**config.mk**
```make
export PLATFORM = sky130hd
export DESIGN_NAME = cpf_check_digit_validator_top_flat
export DESIGN_NICKNAME = d
export VERILOG_FILES = /design/src/sv/cpfv_pkg.sv /design/src/sv/cpfv_if.sv /design/src/sv/cpf_check_digit_validator_top.sv /design/src/flat_wrapper.sv
export SDC_FILE = /design/constraint.sdc
export NUM_CORES = 2
export LEC_CHECK = 0
export BUFFER_PORTS_ARGS = -buffer_cell sky130_fd_sc_hd__buf_2
export CAP_MARGIN = 15
export CELL_PAD_IN_SITES_DETAIL_PLACEMENT = 0
export CELL_PAD_IN_SITES_GLOBAL_PLACEMENT = 1
export CORE_ASPECT_RATIO = 1.1
export CORE_MARGIN = 2
export CORE_UTILIZATION = 53
export CTS_BUF_LIST = sky130_fd_sc_hd__clkbuf_2 sky130_fd_sc_hd__clkbuf_4 sky130_fd_sc_hd__clkbuf_8
export DETAILED_ROUTE_END_ITERATION = 10
export PLACE_DENSITY_LB_ADDON = 0.1
export RECOVER_POWER = 50
export SLEW_MARGIN = 20
export SYNTH_ARGS = -nofsm -noshare
export SYNTH_HDL_FRONTEND = slang
export SYNTH_SLANG_ARGS = --single-unit
```
**constraint.sdc**
```tcl
create_clock -name clk_i -period 12.1 [get_ports clk_i]
set_input_delay 2.42 -clock clk_i [delete_from_list [all_inputs] [get_ports clk_i]]
set_output_delay 2.42 -clock clk_i [all_outputs]
set_load 0.005 [all_outputs]
```
**src/sv/cpfv_pkg.sv**
```systemverilog
`default_nettype none

package cpfv_pkg;

  localparam int IdW    = 37;
  localparam int DigN   = 11;
  localparam int BcdW   = 4 * DigN;
  localparam int DdBits = 8;                          // conversion steps per stage
  localparam int DdStg  = (IdW + DdBits - 1) / DdBits;
  localparam int NStg   = DdStg + 3;                  // input, conversion, sums, check
  localparam int SumW   = 10;

  localparam logic [IdW-1:0] IdMax = 37'd99999999999;

  typedef logic [IdW-1:0]  id_t;
  typedef logic [BcdW-1:0] bcd_t;
  typedef logic [SumW-1:0] sum_t;

  // One shift-add-3 step: correct every digit, then shift in the next binary bit.
  function automatic bcd_t dd_step(bcd_t b, logic nb);
    bcd_t c;
    c = b;
    for (int i = 0; i < DigN; i++) begin
      if (c[4*i +: 4] >= 4'd5) begin
        c[4*i +: 4] = c[4*i +: 4] + 4'd3;
      end
    end
    return {c[BcdW-2:0], nb};
  endfunction

  // s mod 11 for s < 1024: fold 64 = 9 (mod 11), then 16 = 5, then compare-subtract.
  function automatic logic [3:0] mod11(sum_t s);
    logic [7:0] t;
    logic [6:0] u;
    t = 8'({4'd0, s[9:6]} * 8'd9) + {2'd0, s[5:0]};
    u = 7'({3'd0, t[7:4]} * 7'd5) + {3'd0, t[3:0]};
    if (u >= 7'd44) u = u - 7'd44;
    if (u >= 7'd22) u = u - 7'd22;
    if (u >= 7'd11) u = u - 7'd11;
    return u[3:0];
  endfunction

  function automatic logic [3:0] exp_digit(logic [3:0] r);
    return (r < 4'd2) ? 4'd0 : 4'd11 - r;
  endfunction

endpackage

`default_nettype wire

```
**src/sv/cpfv_if.sv**
```systemverilog
`default_nettype none

interface cpfv_in_if;
  import cpfv_pkg::*;

  logic valid;
  logic ready;
  id_t  id_number;

  modport source (output valid, output id_number, input ready);
  modport sink   (input valid, input id_number, output ready);
endinterface

interface cpfv_out_if;
  import cpfv_pkg::*;

  logic valid;
  logic ready;
  logic is_valid;
  id_t  accepted_number;

  modport source (output valid, output is_valid, output accepted_number, input ready);
  modport sink   (input valid, input is_valid, input accepted_number, output ready);
endinterface

`default_nettype wire

```
**src/sv/cpf_check_digit_validator_top.sv**
```systemverilog
// CPF check-digit validator (mod-11, two check digits).
//
// in_i  : one beat carries id_number, the binary value of an 11-digit identifier.
// out_o : one beat per input beat, in order: is_valid, and accepted_number, which
//         is id_number when valid and zero otherwise. Values above 99999999999
//         are always rejected.
//
// An accepted input beat reaches the result beat through one input register,
// five binary-to-BCD stages of up to eight shift-add-3 steps each (the last
// takes the low five bits), one stage for the two weighted digit sums and one
// for the mod-11 reduction and compare. Throughput is one beat per cycle
// while out_o.ready is high; the conversion stages set the depth.
//
// Every stage carries its own valid bit and loads when it is empty or when the
// stage after it moves, so bubbles close up and in_i.ready can stay high while
// a result waits at the output. When out_o.ready is low the result holds and the
// pipe fills; nothing is dropped or repeated.
// Reset (rst_ni low, asynchronous) empties the pipe; there is no other state.
`default_nettype none

module cpf_check_digit_validator_top (
  input  wire               clk_i,
  input  wire               rst_ni,
  cpfv_in_if.sink           in_i,
  cpfv_out_if.source        out_o
);
  import cpfv_pkg::*;

  logic [NStg-1:0] vld_q;
  logic [NStg-1:0] en;

  id_t  num_q [NStg];
  logic ovf_q [NStg-1];
  bcd_t bcd_q [1:DdStg];
  sum_t s1_q, s2_q;
  logic [3:0] d10_q, d11_q;
  logic ok_q;

  // A stage moves when empty or when the next one moves.
  always_comb begin
    en[NStg-1] = !vld_q[NStg-1] || out_o.ready;
    for (int k = NStg - 2; k >= 0; k--) begin
      en[k] = !vld_q[k] || en[k+1];
    end
  end

  assign in_i.ready = en[0];

  always_ff @(posedge clk_i or negedge rst_ni) begin
    if (!rst_ni) begin
      vld_q <= '0;
    end else begin
      if (en[0]) begin
        vld_q[0] <= in_i.valid;
      end
      for (int k = 1; k < NStg; k++) begin
        if (en[k]) begin
          vld_q[k] <= vld_q[k-1];
        end
      end
    end
  end

  // Input register and range flag.
  always_ff @(posedge clk_i) begin
    if (en[0]) begin
      num_q[0] <= in_i.id_number;
      ovf_q[0] <= in_i.id_number > IdMax;
    end
  end

  // Number and range flag travel alongside the data.
  for (genvar k = 1; k < NStg; k++) begin : g_carry
    always_ff @(posedge clk_i) begin
      if (en[k]) begin
        num_q[k] <= num_q[k-1];
      end
    end
    if (k < NStg - 1) begin : g_ovf
      always_ff @(posedge clk_i) begin
        if (en[k]) begin
          ovf_q[k] <= ovf_q[k-1];
        end
      end
    end
  end

  // Binary to BCD, up to eight bits per stage, most significant bit first.
  for (genvar k = 1; k <= DdStg; k++) begin : g_dd
    bcd_t chain [DdBits+1];
    if (k == 1) begin : g_first
      assign chain[0] = '0;
    end else begin : g_next
      assign chain[0] = bcd_q[k-1];
    end
    for (genvar j = 0; j < DdBits; j++) begin : g_step
      localparam int Pos = IdW - 1 - (k - 1) * DdBits - j;
      if (Pos >= 0) begin : g_bit
        assign chain[j+1] = dd_step(chain[j], num_q[k-1][Pos]);
      end else begin : g_pass
        assign chain[j+1] = chain[j];
      end
    end
    always_ff @(posedge clk_i) begin
      if (en[k]) begin
        bcd_q[k] <= chain[DdBits];
      end
    end
  end

  // Weighted sums; digit i counts from the least significant end.
  sum_t s1_d, s2_d;
  always_comb begin
    s1_d = '0;
    s2_d = '0;
    for (int i = 1; i <= DigN - 1; i++) begin
      if (i >= 2) begin
        s1_d = s1_d + sum_t'({6'd0, bcd_q[DdStg][4*i +: 4]} * sum_t'(i));
      end
      s2_d = s2_d + sum_t'({6'd0, bcd_q[DdStg][4*i +: 4]} * sum_t'(i + 1));
    end
  end

  always_ff @(posedge clk_i) begin
    if (en[DdStg+1]) begin
      s1_q  <= s1_d;
      s2_q  <= s2_d;
      d10_q <= bcd_q[DdStg][7:4];
      d11_q <= bcd_q[DdStg][3:0];
    end
  end

  logic ok_d;
  assign ok_d = !ovf_q[DdStg+1]
             && (d10_q == exp_digit(mod11(s1_q)))
             && (d11_q == exp_digit(mod11(s2_q)));

  always_ff @(posedge clk_i) begin
    if (en[NStg-1]) begin
      ok_q <= ok_d;
    end
  end

  assign out_o.valid           = vld_q[NStg-1];
  assign out_o.is_valid        = ok_q;
  assign out_o.accepted_number = ok_q ? num_q[NStg-1] : '0;

endmodule

`default_nettype wire

```
**src/flat_wrapper.sv**
```systemverilog
// flat-port wrapper written by rule: the top's interface ports become plain ports
module cpf_check_digit_validator_top_flat import cpfv_pkg::*;
  (clk_i, rst_ni, in_i_valid, in_i_id_number, in_i_ready, out_o_valid, out_o_is_valid, out_o_accepted_number, out_o_ready);
  cpfv_in_if in_i_i ();
  cpfv_out_if out_o_i ();
  input  wire clk_i;
  input  wire rst_ni;
  input wire logic [$bits(in_i_i.valid)-1:0] in_i_valid;
  input wire logic [$bits(in_i_i.id_number)-1:0] in_i_id_number;
  output wire logic [$bits(in_i_i.ready)-1:0] in_i_ready;
  output wire logic [$bits(out_o_i.valid)-1:0] out_o_valid;
  output wire logic [$bits(out_o_i.is_valid)-1:0] out_o_is_valid;
  output wire logic [$bits(out_o_i.accepted_number)-1:0] out_o_accepted_number;
  input wire logic [$bits(out_o_i.ready)-1:0] out_o_ready;
  assign in_i_i.valid = in_i_valid;
  assign in_i_i.id_number = in_i_id_number;
  assign in_i_ready = in_i_i.ready;
  assign out_o_valid = out_o_i.valid;
  assign out_o_is_valid = out_o_i.is_valid;
  assign out_o_accepted_number = out_o_i.accepted_number;
  assign out_o_i.ready = out_o_ready;
  cpf_check_digit_validator_top u_core (.clk_i(clk_i), .rst_ni(rst_ni), .in_i(in_i_i), .out_o(out_o_i));
endmodule
```
# After elaboration in Yosys (flattened, before gate mapping)
# Memory sizes are Yosys's and may differ from the RTL's.
# Index checks and enable logic that the tools add are counted.
totals:
  input_bits: 41
  memories: 3
  ramBits: 523
  regBits: 37
  output_inout_bits: 40
  word_cells: 1158
memory_table:
  columns: ["memory", "words", "word_bits", "rd", "rd_clocked_by_memory_dff", "wr", "line", "rtl"]
  rows:
  - ["u_core.num_q", 8, 37, 8, 0, 8, "cpf_check_digit_validator_top.sv:32", "id_t num_q [NStg];"]
  - ["u_core.bcd_q", 5, 44, 5, 0, 5, "cpf_check_digit_validator_top.sv:34", "bcd_t bcd_q [1:DdStg];"]
  - ["u_core.ovf_q", 7, 1, 7, 0, 7, "cpf_check_digit_validator_top.sv:33", "logic ovf_q [NStg-1];"]
classes:
  muxes: 372
  eq_ne: 2
  reduce_logical: 19
  magnitude_cmp: 356
  mul: 17
  n_addsub: 376
ops:
  columns: ["cell", "count"]
  rows:
  - [">= comparator 4 x 3 -> 1 bit, second input constant", 340]
  - ["2-to-1 mux 4 bit", 316]
  - ["adder 4 x 2 -> 4 bit, second input constant", 311]
  - ["2-to-1 mux 3 bit", 35]
  - ["adder 3 x 2 -> 3 bit, second input constant", 29]
  - ["adder 10 x 7 -> 10 bit", 8]
  - ["multiplier 4 x 3 -> 7 bit, second input constant", 8]
  - ["adder 10 x 8 -> 10 bit", 5]
  - ["multiplier 4 x 4 -> 8 bit, second input constant", 5]
  - ["greater-than comparator 37 bit, second input constant", 1]
  - ["2-to-1 mux 37 bit", 1]
  - ["2-to-1 mux 7 bit", 4]
  - ["multiplier 4 x 2 -> 6 bit, second input constant", 4]
  - ["adder 10 x 6 -> 10 bit", 2]
  - ["adder 8 x 6 -> 8 bit", 2]
  - ["2-to-1 mux 1 bit", 16]
  - ["adder 1 x 2 -> 3 bit, both inputs constant", 5]
  - [">= comparator 1 x 3 -> 1 bit, both inputs constant", 5]
  - ["adder 5 x 6 -> 7 bit", 2]
  - ["adder 7 x 4 -> 7 bit", 2]
  - [">= comparator 7 x 4 -> 1 bit, second input constant", 2]
  - [">= comparator 7 x 5 -> 1 bit, second input constant", 2]
  - [">= comparator 7 x 6 -> 1 bit, second input constant", 2]
  - ["subtractor 7 x 5 -> 7 bit, second input constant", 2]
  - ["other kinds (10)", 33]

# Depth between registers and ports, before layout
# An unclocked memory read counts as a cell.
depth:
  word_depth: 17
  ltp_mapped: 51

# Worst setup path before layout
# No wires, ideal clock.
synth_path:
  path_kind: "input port to output port"
  start: "input out_o_ready"
  end: "output in_i_ready"
  t_arrival_ps: 8105
  path_slack_ps: 1575
  stages: 6
  path_cell_list: "nor2b_1 > nand3_1 > nor2_1 > nand3_1 > inv_1 > nand3_1"
synth_via:
  elab_chain_cells: 8
synth_rtl:
  columns: ["item", "line", "rtl"]
  rows:
  - ["from (decl)", "flat_wrapper.sv:14", "input wire logic [$bits(out_o_i.ready)-1:0] out_o_ready;"]
  - ["logical OR 1 bit", "cpf_check_digit_validator_top.sv:41", "en[NStg-1] = !vld_q[NStg-1] || out_o.ready;"]
  - ["logical OR 1 bit (2 in a row)", "cpf_check_digit_validator_top.sv:43", "en[k] = !vld_q[k] || en[k+1];"]
  - ["via u_core.en[5]", "cpf_check_digit_validator_top.sv:30", "logic [NStg-1:0] en;"]
  - ["logical OR 1 bit (3 in a row)", "cpf_check_digit_validator_top.sv:43", null]
  - ["via u_core.en[2]", "cpf_check_digit_validator_top.sv:30", null]
  - ["logical OR 1 bit (2 in a row)", "cpf_check_digit_validator_top.sv:43", null]
  - ["to (decl)", "flat_wrapper.sv:10", "output wire logic [$bits(in_i_i.ready)-1:0] in_i_ready;"]
# The timed path passes the listed nets, and every way through them passes these cells.

==> flow_summary.json <==
{
  "layout_common_cells": "605 x inv_1, 584 x ha_1, 474 x edfxtp_1",
  "ys.flop_type": "edfxtp_1",
  "cts-resized-gates": 0,
  "drive_gt1_share_pct": 9.07,
  "clock_path_buffers": 3,
  "core_region_area_um2": 87900,
  "synth_top_family_by_area": "adder cells",
  "synthAdderAreaFrac_pct": 20.3,
  "grt_pass1_vias": 32800,
  "tightestPinTransition_ps": 3570,
  "cap_violations": 3,
  "synth_seq_cells": 482,
  "setup-violations-final": 0,
  "post-route-util_pct": 57.5,
  "ctsHoldBuffers": 0,
  "cts_buffers": 82,
  "start_kind": "register",
  "worst-path-max-fanout": 9,
  "die_area_um2": 91000,
  "h-tree-depth": 3,
  "path_class": "reg -> reg",
  "grt_pass1_wl_um": 151000,
  "synth.mux.area_fraction_pct": 7.98,
  "hold_viol": 0,
  "period_needed_ps": 10570,
  "violations": "max-capacitance violations, max-slew violations",
  "place_ws_ps": 1650,
  "status": "finished with violations",
  "async_reset_ff_share_pct": 1.66,
  "syn-cell-area_um2": 47000,
  "min_period_over_period_pct": 87.3,
  "clock_latency_ps": 710,
  "final.setup.tns_ps": 0,
  "viasPerCell": 5.45,
  "finalWirelength_um": 89900,
  "cts_tree": "yes",
  "synth_edf_count": 474,
  "hpwlAfterDp_um": 71400,
  "finish.net_count": 5751,
  "antenna_found_initial": 2,
  "cp_common_cell": "inv_1",
  "place.gp.congestion": 0.839,
  "required_ps": 12540,
  "start_util_pct": 53.5,
  "synthXorXnorAreaFrac_pct": 4.39,
  "seq_area_frac_synth_pct": 30.7,
  "gr-total-overflow": 0,
  "synthDistinctLibCells": 124,
  "post-cts-setup-buffer-count": 0,
  "critPathMaxStageDelay_ps": 490,
  "avgSynthCellArea_um2": 9.64,
  "hold_path_class": "reg -> reg",
  "dieHeight_um": 316,
  "clkTransAtPathRegs_ps": 60,
  "dpl_cell_area_um2": 48800,
  "fmax_mhz": 94.6,
  "cts_sinks": 482,
  "row_count": 114,
  "track_usage_pct": 19.7,
  "end_kind": "register",
  "grt_max_degree": 73,
  "synthSimpleGateAreaFrac_pct": 14.8,
  "drcViolationCount": 0,
  "drt_pass1_iterations": 5,
  "drt_iter0_markers": 1574,
  "final_cell_area_um2": 50500,
  "setup_ws_ps": 1530,
  "wl_per_cell_um": 14.4,
  "routed-via-count": 34100,
  "skew_ps": 50.1,
  "final_common_cell": "inv_1",
  "clockRootBuffer": "clkbuf_8",
  "io_buffer_count": 80,
  "synth_compound_area_share_pct": 16.5,
  "ant_nets": 0,
  "die_w_um": 288,
  "rsz0062_at_grt": "false",
  "relSlewSlack_pct": -138,
  "synthCells": 4873,
  "critical_path.slowest_cell": "a211oi_1",
  "ios": 81,
  "area_growth_pct": 7.51,
  "yosysWarnings": 0,
  "slew_viol_final": 167,
  "worstPathArrival_ps": 11000,
  "syn_nets": 5610
}
## per-layer routing
layer,track usage [%],up-vias,routed length [um]
li1,-,17700,-
met4,4.95,2,1610
met3,2.99,101,3170
met1,24.6,15900,40800
met2,35.6,351,44300
met5,0,-,13
## final cells by class
class | instances | area, um^2
diodes | 4 | 10.0
clock buffers | 101 | 1300
clock inverters | 49 | 479
fillers | 7786 | 37400
inverters | 621 | 2330
multi-input cells | 3740 | 30100
flip-flops and latches | 482 | 14400
well taps | 1160 | 1450
repair buffers | 87 | 413
## final timing paths
path                       depth (start not counted)                            from  slack [ps]                             end
hold reg to reg                                    0  u_core.num_q[0][115]$_DFFE_PP_         400    u_core.num_q[1][4]$_DFFE_PP_
hold / removal                                     0  u_core.num_q[0][115]$_DFFE_PP_         400    u_core.num_q[1][4]$_DFFE_PP_
setup reg to reg                                  49  u_core.bcd_q[0][152]$_DFFE_PP_        1530  u_core.bcd_q[0][198]$_DFFE_PP_
setup / recovery                                  49  u_core.bcd_q[0][152]$_DFFE_PP_        1530  u_core.bcd_q[0][198]$_DFFE_PP_
max in group asynchronous                          1                          rst_ni       10110     u_core.vld_q[7]$_DFFE_PN0P_
min in group asynchronous                          1                          rst_ni        1660     u_core.vld_q[0]$_DFFE_PN0P_
## cells in the mapped netlist (all sizes together), types with 21 or more instances
master	instances	area (um^2)
inv	621	2330
ha	584	7310
edfxtp	474	14200
nand2	293	1100
nor2	286	1070
a21oi	280	1420
o21ai	265	1340
mux2i	232	2360
xnor2	186	1640
nand2b	147	922
mux2	122	1390
nor2b	118	738
fa	112	2240
and2	95	597
a21o	76	572
nor3	69	360
nand3	68	340
a211oi	49	398
a31oi	47	343
or3	47	299
o21a	46	347
xor2	44	415
a21boi	40	300
o211ai	39	307
nor3b	37	288
a211o	35	307
o31ai	35	330
or2	35	219
and3	27	169
o21bai	21	161
## registers in the layout, summed over array words and instances, names as in the netlist
name	cells
u_core.out_o.is_valid	1
u_core.num_q	295
u_core.s2_q	10
u_core.bcd_q	143
u_core.d11_q	4
u_core.d10_q	4
u_core.vld_q	8
u_core.s1_q	10
u_core.ovf_q	7
## logic make-up (layout without fill, tap and decap cells)
family | count (synthesis) | in the layout
other | 0 | 4
DFF | 482 | 482
muxes | 354 | 354
adders and majority gates | 696 | 696
buffers and inverters | 651 | 858
AOI/OAI and AO/OA | 1129 | 1129
and+or+nand+nor | 1331 | 1331
xor gates and xnor gates | 230 | 230
## worst max-delay path, delay by kind of cell, from the launching register on
| kind | cells | cell delay, ps |
|---|---|---|
| AOI/OAI and AO/OA | 12 | 3100 |
| xor gates and xnor gates | 5 | 1450 |
| adders and majority gates | 8 | 1890 |
| buffers and inverters | 9 | 920 |
| DFF | 1 | 440 |
| muxes | 1 | 340 |
| and+or+nand+nor | 14 | 2110 |
## per-stage QoR
stage               std cells  hold slack, ps
floorplan                4873             400
global placement         6090             401
detailed placement       6090             405
CTS                      6240             395
global route             6243             405
finish                   6244             402
Power is not shown: default switching activity piles up to over one toggle a cycle in this logic, so the estimate is an artifact.
